$ cat config.mk
export PLATFORM = sky130hd
export DESIGN_NAME = fpmu_ctrl
export DESIGN_NICKNAME = d
export VERILOG_FILES = /design/src/hw/rtl/fpmu_pkg.sv /design/src/hw/rtl/fpmu_ctrl.sv
export SDC_FILE = /design/constraint.sdc
export NUM_CORES = 1
export LEC_CHECK = 0
export BUFFER_PORTS_ARGS = -buffer_cell sky130_fd_sc_hd__buf_2
export CAP_MARGIN = 20
export CORE_ASPECT_RATIO = 1.1
export CORE_UTILIZATION = 54
export DETAILED_ROUTE_END_ITERATION = 8
export PLACE_DENSITY = 0.75
export SYNTH_ARGS = -nofsm -noshare
export SYNTH_HDL_FRONTEND = slang
export SYNTH_SLANG_ARGS = --single-unit
$ cat constraint.sdc
create_clock -name clk -period 2.2 [get_ports clk]
set_clock_uncertainty 0.1 [all_clocks]
set_input_delay 0.33 -clock clk [delete_from_list [all_inputs] [get_ports clk]]
set_output_delay 0.33 -clock clk [all_outputs]
set_load 0.01 [all_outputs]
$ cat src/hw/rtl/fpmu_pkg.sv
// fpmu_pkg: shared types and constants for the 16.16 fixed-point math unit
// no dependencies
package fpmu_pkg;

  localparam logic [2:0] CMD_MUL  = 3'd0;
  localparam logic [2:0] CMD_DIV  = 3'd1;
  localparam logic [2:0] CMD_FLT  = 3'd2;
  localparam logic [2:0] CMD_ABS  = 3'd3;
  localparam logic [2:0] CMD_SQRT = 3'd4;
  localparam logic [2:0] CMD_CBRT = 3'd5;

  localparam logic [1:0] ST_OK       = 2'd0;
  localparam logic [1:0] ST_DIVZERO  = 2'd1;
  localparam logic [1:0] ST_OVERFLOW = 2'd2;
  localparam logic [1:0] ST_ITERLIM  = 2'd3;

  localparam logic signed [31:0] FIX_MAX = 32'sh7fffffff;
  localparam logic signed [31:0] FIX_MIN = 32'sh80000000;
  localparam logic signed [31:0] FIX_TWO = 32'sh00020000;
  localparam logic signed [33:0] STEP_TOL = 34'sd6;
  // ceil(2^33 / 3): exact divide by three of a 32-bit magnitude after >> 33
  localparam logic [31:0] RECIP3 = 32'haaaaaaab;

  // datapath operations issued by the controller
  typedef enum logic [3:0] {
    OP_LOAD   = 4'd0,  // latch operands, simple commands resolve
    OP_MUL    = 4'd1,  // product a*b into mul register
    OP_MULOUT = 4'd2,  // result from product
    OP_SQ     = 4'd3,  // product t*t
    OP_DIVSET = 4'd4,  // set divider for a/b
    OP_RSET   = 4'd5,  // set divider for x/t
    OP_CSET   = 4'd6,  // set divider for x/(t*t)
    OP_DSTEP  = 4'd7,  // one divider bit
    OP_DIVOUT = 4'd8,  // result from quotient
    OP_UPD    = 4'd9,  // newton update of t
    OP_ROOTOUT= 4'd10, // result from t
    OP_NONE   = 4'd11,
    OP_DIFF   = 4'd12  // register quotient minus t
  } dp_op_t;

  typedef struct packed {
    dp_op_t     op;
    logic       iter_lim;
  } dp_cmd_t;

  typedef struct packed {
    logic       div_done;
    logic       conv;
  } dp_stat_t;

endpackage

$ cat src/hw/rtl/fpmu_ctrl.sv
// fpmu_ctrl: command sequencer for the 16.16 math unit
// depends on fpmu_pkg
module fpmu_ctrl import fpmu_pkg::*; #(
  parameter int MAX_ITERATIONS = 64
) (
  input  logic      clk,
  input  logic      rst,
  input  logic      start,
  input  logic [2:0] cmd,
  input  dp_stat_t  dstat,
  output dp_cmd_t   dcmd,
  output logic      busy,
  output logic      done
);

  localparam int IW = $clog2(MAX_ITERATIONS + 1);

  typedef enum logic [7:0] {
    S_IDLE = 8'b00000001,
    S_DISP = 8'b00000010,
    S_MUL  = 8'b00000100,
    S_DSET = 8'b00001000,
    S_DIV  = 8'b00010000,
    S_UPD  = 8'b00100000,
    S_OUT  = 8'b01000000,
    S_CHK  = 8'b10000000
  } state_t;

  state_t state, state_next;
  logic [2:0] c;
  logic [IW-1:0] iter;
  logic lim;

  always_comb begin
    state_next = state;
    dcmd.op = OP_NONE;
    dcmd.iter_lim = lim;
    case (state)
      S_IDLE: if (start) begin
        dcmd.op = OP_LOAD;
        state_next = S_DISP;
      end
      S_DISP: begin
        case (c)
          CMD_MUL: begin
            dcmd.op = OP_MUL;
            state_next = S_MUL;
          end
          CMD_DIV: begin
            dcmd.op = OP_DIVSET;
            state_next = S_DIV;
          end
          CMD_SQRT: begin
            dcmd.op = OP_RSET;
            state_next = S_DIV;
          end
          CMD_CBRT: begin
            dcmd.op = OP_SQ;
            state_next = S_DSET;
          end
          default: state_next = S_OUT;
        endcase
      end
      S_MUL: begin
        dcmd.op = OP_MULOUT;
        state_next = S_OUT;
      end
      S_DSET: begin
        dcmd.op = OP_CSET;
        state_next = S_DIV;
      end
      S_DIV: begin
        if (!dstat.div_done) dcmd.op = OP_DSTEP;
        else if (c == CMD_DIV) begin
          dcmd.op = OP_DIVOUT;
          state_next = S_OUT;
        end else begin
          dcmd.op = OP_DIFF;
          state_next = S_UPD;
        end
      end
      S_UPD: begin
        dcmd.op = OP_UPD;
        state_next = S_CHK;
      end
      S_CHK: begin
        if (dstat.conv || lim) begin
          dcmd.op = OP_ROOTOUT;
          state_next = S_OUT;
        end else if (c == CMD_CBRT) begin
          dcmd.op = OP_SQ;
          state_next = S_DSET;
        end else begin
          dcmd.op = OP_RSET;
          state_next = S_DIV;
        end
      end
      S_OUT: state_next = S_IDLE;
      default: state_next = S_IDLE;
    endcase
  end

  assign lim = (iter == IW'(MAX_ITERATIONS)) && !dstat.conv;
  assign busy = (state != S_IDLE);
  assign done = (state == S_OUT);

  always_ff @(posedge clk) begin
    if (rst) begin
      state <= S_IDLE;
    end else begin
      state <= state_next;
    end
    if (state == S_IDLE && start) begin
      c <= cmd;
      iter <= '0;
    end else if (dcmd.op == OP_UPD) begin
      iter <= iter + IW'(1);
    end
  end

endmodule

# Yosys cells after proc, flatten, opt, wreduce, memory -nomap -nowiden
# Index checks and enable logic that the tools add are counted.
# totals
register_bits	18
in_bits	8
out_inout_bits	7
word_cells	41
# op_classes
addsub	1
n_eq_ne	16
muxes	14
reduce_logical	7
# op_table
operator	n
$pmux W8 S7	1
$pmux W4 S7	1
$pmux W7 S3	1
$mux W8	2
$pmux W4 S4	1
$mux W7	2
$mux W4	3
$eq A8 B1 Y1 const B	1
$eq A8 B2 Y1 const B	1
$eq A8 B3 Y1 const B	1
$eq A8 B4 Y1 const B	1
$eq A8 B5 Y1 const B	1
$eq A8 B6 Y1 const B	1
$eq A8 B7 Y1 const B	1
$eq A8 B8 Y1 const B	1
$ne A8 B1 Y1 const B	1
$add A7 B1 Y7 const B	1
$eq A7 B7 Y1 const B	1
$eq A3 B3 Y1 const B	2
$mux W3	2
$mux W5	1
$eq A4 B4 Y1 const B	1
$ne A2 B2 Y1 const B	2
$eq A3 B1 Y1 const B	1
6 further kinds	7

# Longest topological paths before layout
# depth
word_depth	6
mapped_depth	7
mapped_depth_nobuf	7

# Worst setup path after synthesis
# OpenSTA, ideal clock, no wires.
# synth_path
path_type	reg-to-output
startpoint	reg state[3]
endpoint	out dcmd[4] (netlist bit)
t_arrival_ns	1.479
t_required_ns	1.770
slack_ns	0.291
path_stages_with_launch	6
n_path_buf	0
cell_sequence	dfxtp_1 > nor4_4 > nand4b_1 > nand4_1 > o22a_1 > nand4_1
# synth_rtl
element	line_no	text
start, declared	fpmu_ctrl.sv:29	state_t state, state_next;
start signal, assigned	fpmu_ctrl.sv:111	state <= state_next;
end, declared	fpmu_ctrl.sv:11	output dp_cmd_t dcmd,

==> impl_metrics.toml <==
[cts]
cts_buffers = 3
root_buffer = "clkbuf_4"
clkTransAtPathRegs_ns = 0.10
clk_path_buf_depth = 2
htree_levels = 1
cts_num_sinks = 18
tritoncts = "done"
insertion_delay_ns = 0.29

[timing]
hold_viol_final = 0
worst_pin_slew_ns = 0.446
fmax_ghz = 0.427
whs_ns = 0.111
period_minus_slack_ns = 2.34
setup_ws_ns = -0.142
min_period_over_period_pct = 106
grt_setup_unrepaired = "yes"
finalMaxSlewViolations = 0
relSlewSlack_pct = 70.2
setup_viol = 4

[yosys]
syn_avg_cell_area_um2 = 8.67
yosysUniqueCellTypes = 32
synth-edff-count = 3
synth-async-reset-ratio_pct = 0
ys.flop_type = "dfxtp_1"
synthCells = 114
synth_top_area_cell = "dfxtp_1"
synth_seq_cells = 18
syn_area_um2 = 988
yosysWarningCount = 0
syn-num-nets = 124
netlist_top_cells_area = "dfxtp_1 (30%), edfxtp_1 (9.1%), nor2_1 (7.2%)"
yosysSeqAreaShare_pct = 39.5
yosys.area.top_type_share_pct = 30.4

[grt]
grt_pass1_wl_mm = 3.70
grt_max_degree = 11
antenna_found_initial = 0
gr-total-overflow = 0
grt_pass1_vias = 867
grt_use_total_pct = 25.2

[finish]
fillCellCount = 127
synthToLayoutAreaGrowth_pct = 23.3
drive_gt1_share_pct = 29.4
fin_nets = 154
diodes = 0

[pwr]
powerDensity_mw_per_mm2 = 575
p_leak_nw = 0.470
vdd_drop_max_mv = 0.459

[setup_path]
cp_slowest_stage_delay_ns = 0.43
path_max_fanout = 5
critical-path-top-delay-family = "simple AND/OR/NAND/NOR gates"
end_kind = "output port"
critPathBufInv = 1
critPathRequiredTime_ns = 1.77
critPathKind = "flip-flop to output port"
critPathLaunchType = "flip-flop"
worstPathArrival_ns = 1.91
crit_chain = "nor4b_1 > a21oi_1 > o21ai_0 > nand3_1 > nand4_1 > buf_2"
cp_slowest_cell = "nor4b_1"

[detailed_routing]
drc_errors = 0
antenna_left = 0
vias = 932
wire_per_inst_um = 14.8
routed_wl_mm = 2.36
via_per_inst = 5.83
drt-pass1-iter-count = 4
dr.first_iter.drc_count = 18

[place]
dp_worst_setup_slack_ns = -0.0119
dpl.hpwl_mm = 1.66
port_buffers = 14
routabilityCongestion = 0.893

[run_status]
violations = "setup timing"
status = "finished, violations left"

[floorplanning]
die_area_mm2 = 0.00201
rows = 15
num_io_pins = 15
start_util_pct = 60.5
core_area_mm2 = 0.00163
fp.dieH_um = 46.9
fp.dieW_um = 42.8

[job]
cap_violations = 0

[worst_hold_path]
hp-class = "input pin to flip-flop"
## power by group
group	internal [W]	switching (W)
Clock	0.000101	0.000100
Sequential	0.000346	0.0000114
Combinational	0.0000698	0.0000723
## synth_stat cells, types with 3 or more instances
| master | number |
|---|---|
| nand2_1 | 11 |
| nor2_1 | 19 |
| edfxtp_1 | 3 |
| nor2b_1 | 3 |
| dfxtp_1 | 15 |
| nor3_1 | 6 |
| a21oi_1 | 3 |
| o21ai_0 | 4 |
| nand4b_1 | 5 |
| nand3_1 | 5 |
| nand4_1 | 5 |
| xnor2_1 | 4 |
| inv_1 | 4 |
| xor2_1 | 3 |
| nor3b_1 | 4 |
## per-stage QoR
stage                     std cells  utilization, %  TNS [ns]  cell area, um2  total power, W
after detailed placement        147            67.2   -0.0119            1100        0.000473
after CTS                       158            73.6    -0.300            1200        0.000696
after global routing            160            74.6    -0.871            1220        0.000728
after floorplan                 114               -         0             988        0.000427
final                           160            74.6    -0.440            1220        0.000701
after global placement          147            67.2         0            1100        0.000471
## cell usage in the layout, fill, tap and decap left out, types with 5 or more instances in the layout
master and instances:
buf_4 13, dfxtp_1 11, nor3_1 6, nand2_1 11, nand4b_1 5, nand4_1 5, buf_2 14, nor2_1 19
## flip-flops by register name, summed over array words and instances, names as in the netlist
signal  count
state       8
iter        7
c           3
## path summary, 6_finish.rpt
| check | from | end | slack (ns) | depth (start not counted) |
|---|---|---|---|---|
| hold reg to reg | iter[1] | iter[1] | 0.40 | 2 |
| hold / removal | cmd[0] | c[0] | 0.11 | 1 |
| setup reg to reg | state[1] | c[0] | 0.24 | 4 |
| setup / recovery | iter[2] | dcmd[4] | -0.14 | 6 |
## final cells by class
cell class	count	area (um2)	share of cell area (%)
Inverter	4	15.0	1.23
Clock buffer	4	36.3	2.98
Tap cell	17	21.3	1.75
Timing Repair Buffer	27	168	13.8
Sequential cell	18	398	32.6
Multi-Input combinational cell	90	581	47.6
## layer usage
| metal | wire, um | global-route usage [%] |
|---|---|---|
| met1 | 1030 | 30.2 |
| met4 | 25 | 14.4 |
| met5 | 0 | 0 |
| met2 | 1230 | 45.2 |
| met3 | 81 | 2.31 |
## logic make-up after synthesis
kind of cell | share of synthesized area [%]
AND/OR/NAND/NOR | 41.6
flip-flops | 39.5
AO/OA/AOI/OAI | 7.34
XOR/XNOR | 6.20
buffers and inverters | 2.78
adder cells (fa/ha/maj) | 2.53
## what timing repair did
item | 4_1_cts | 5_1_grt
setup endpoints to repair | 4 | 4
buffers inserted | 7 | 2
gates resized for setup | 7 | 2
hold buffers | 0 | 0
pin swaps | 9 | 5
Power figures use the tool's default switching activity.
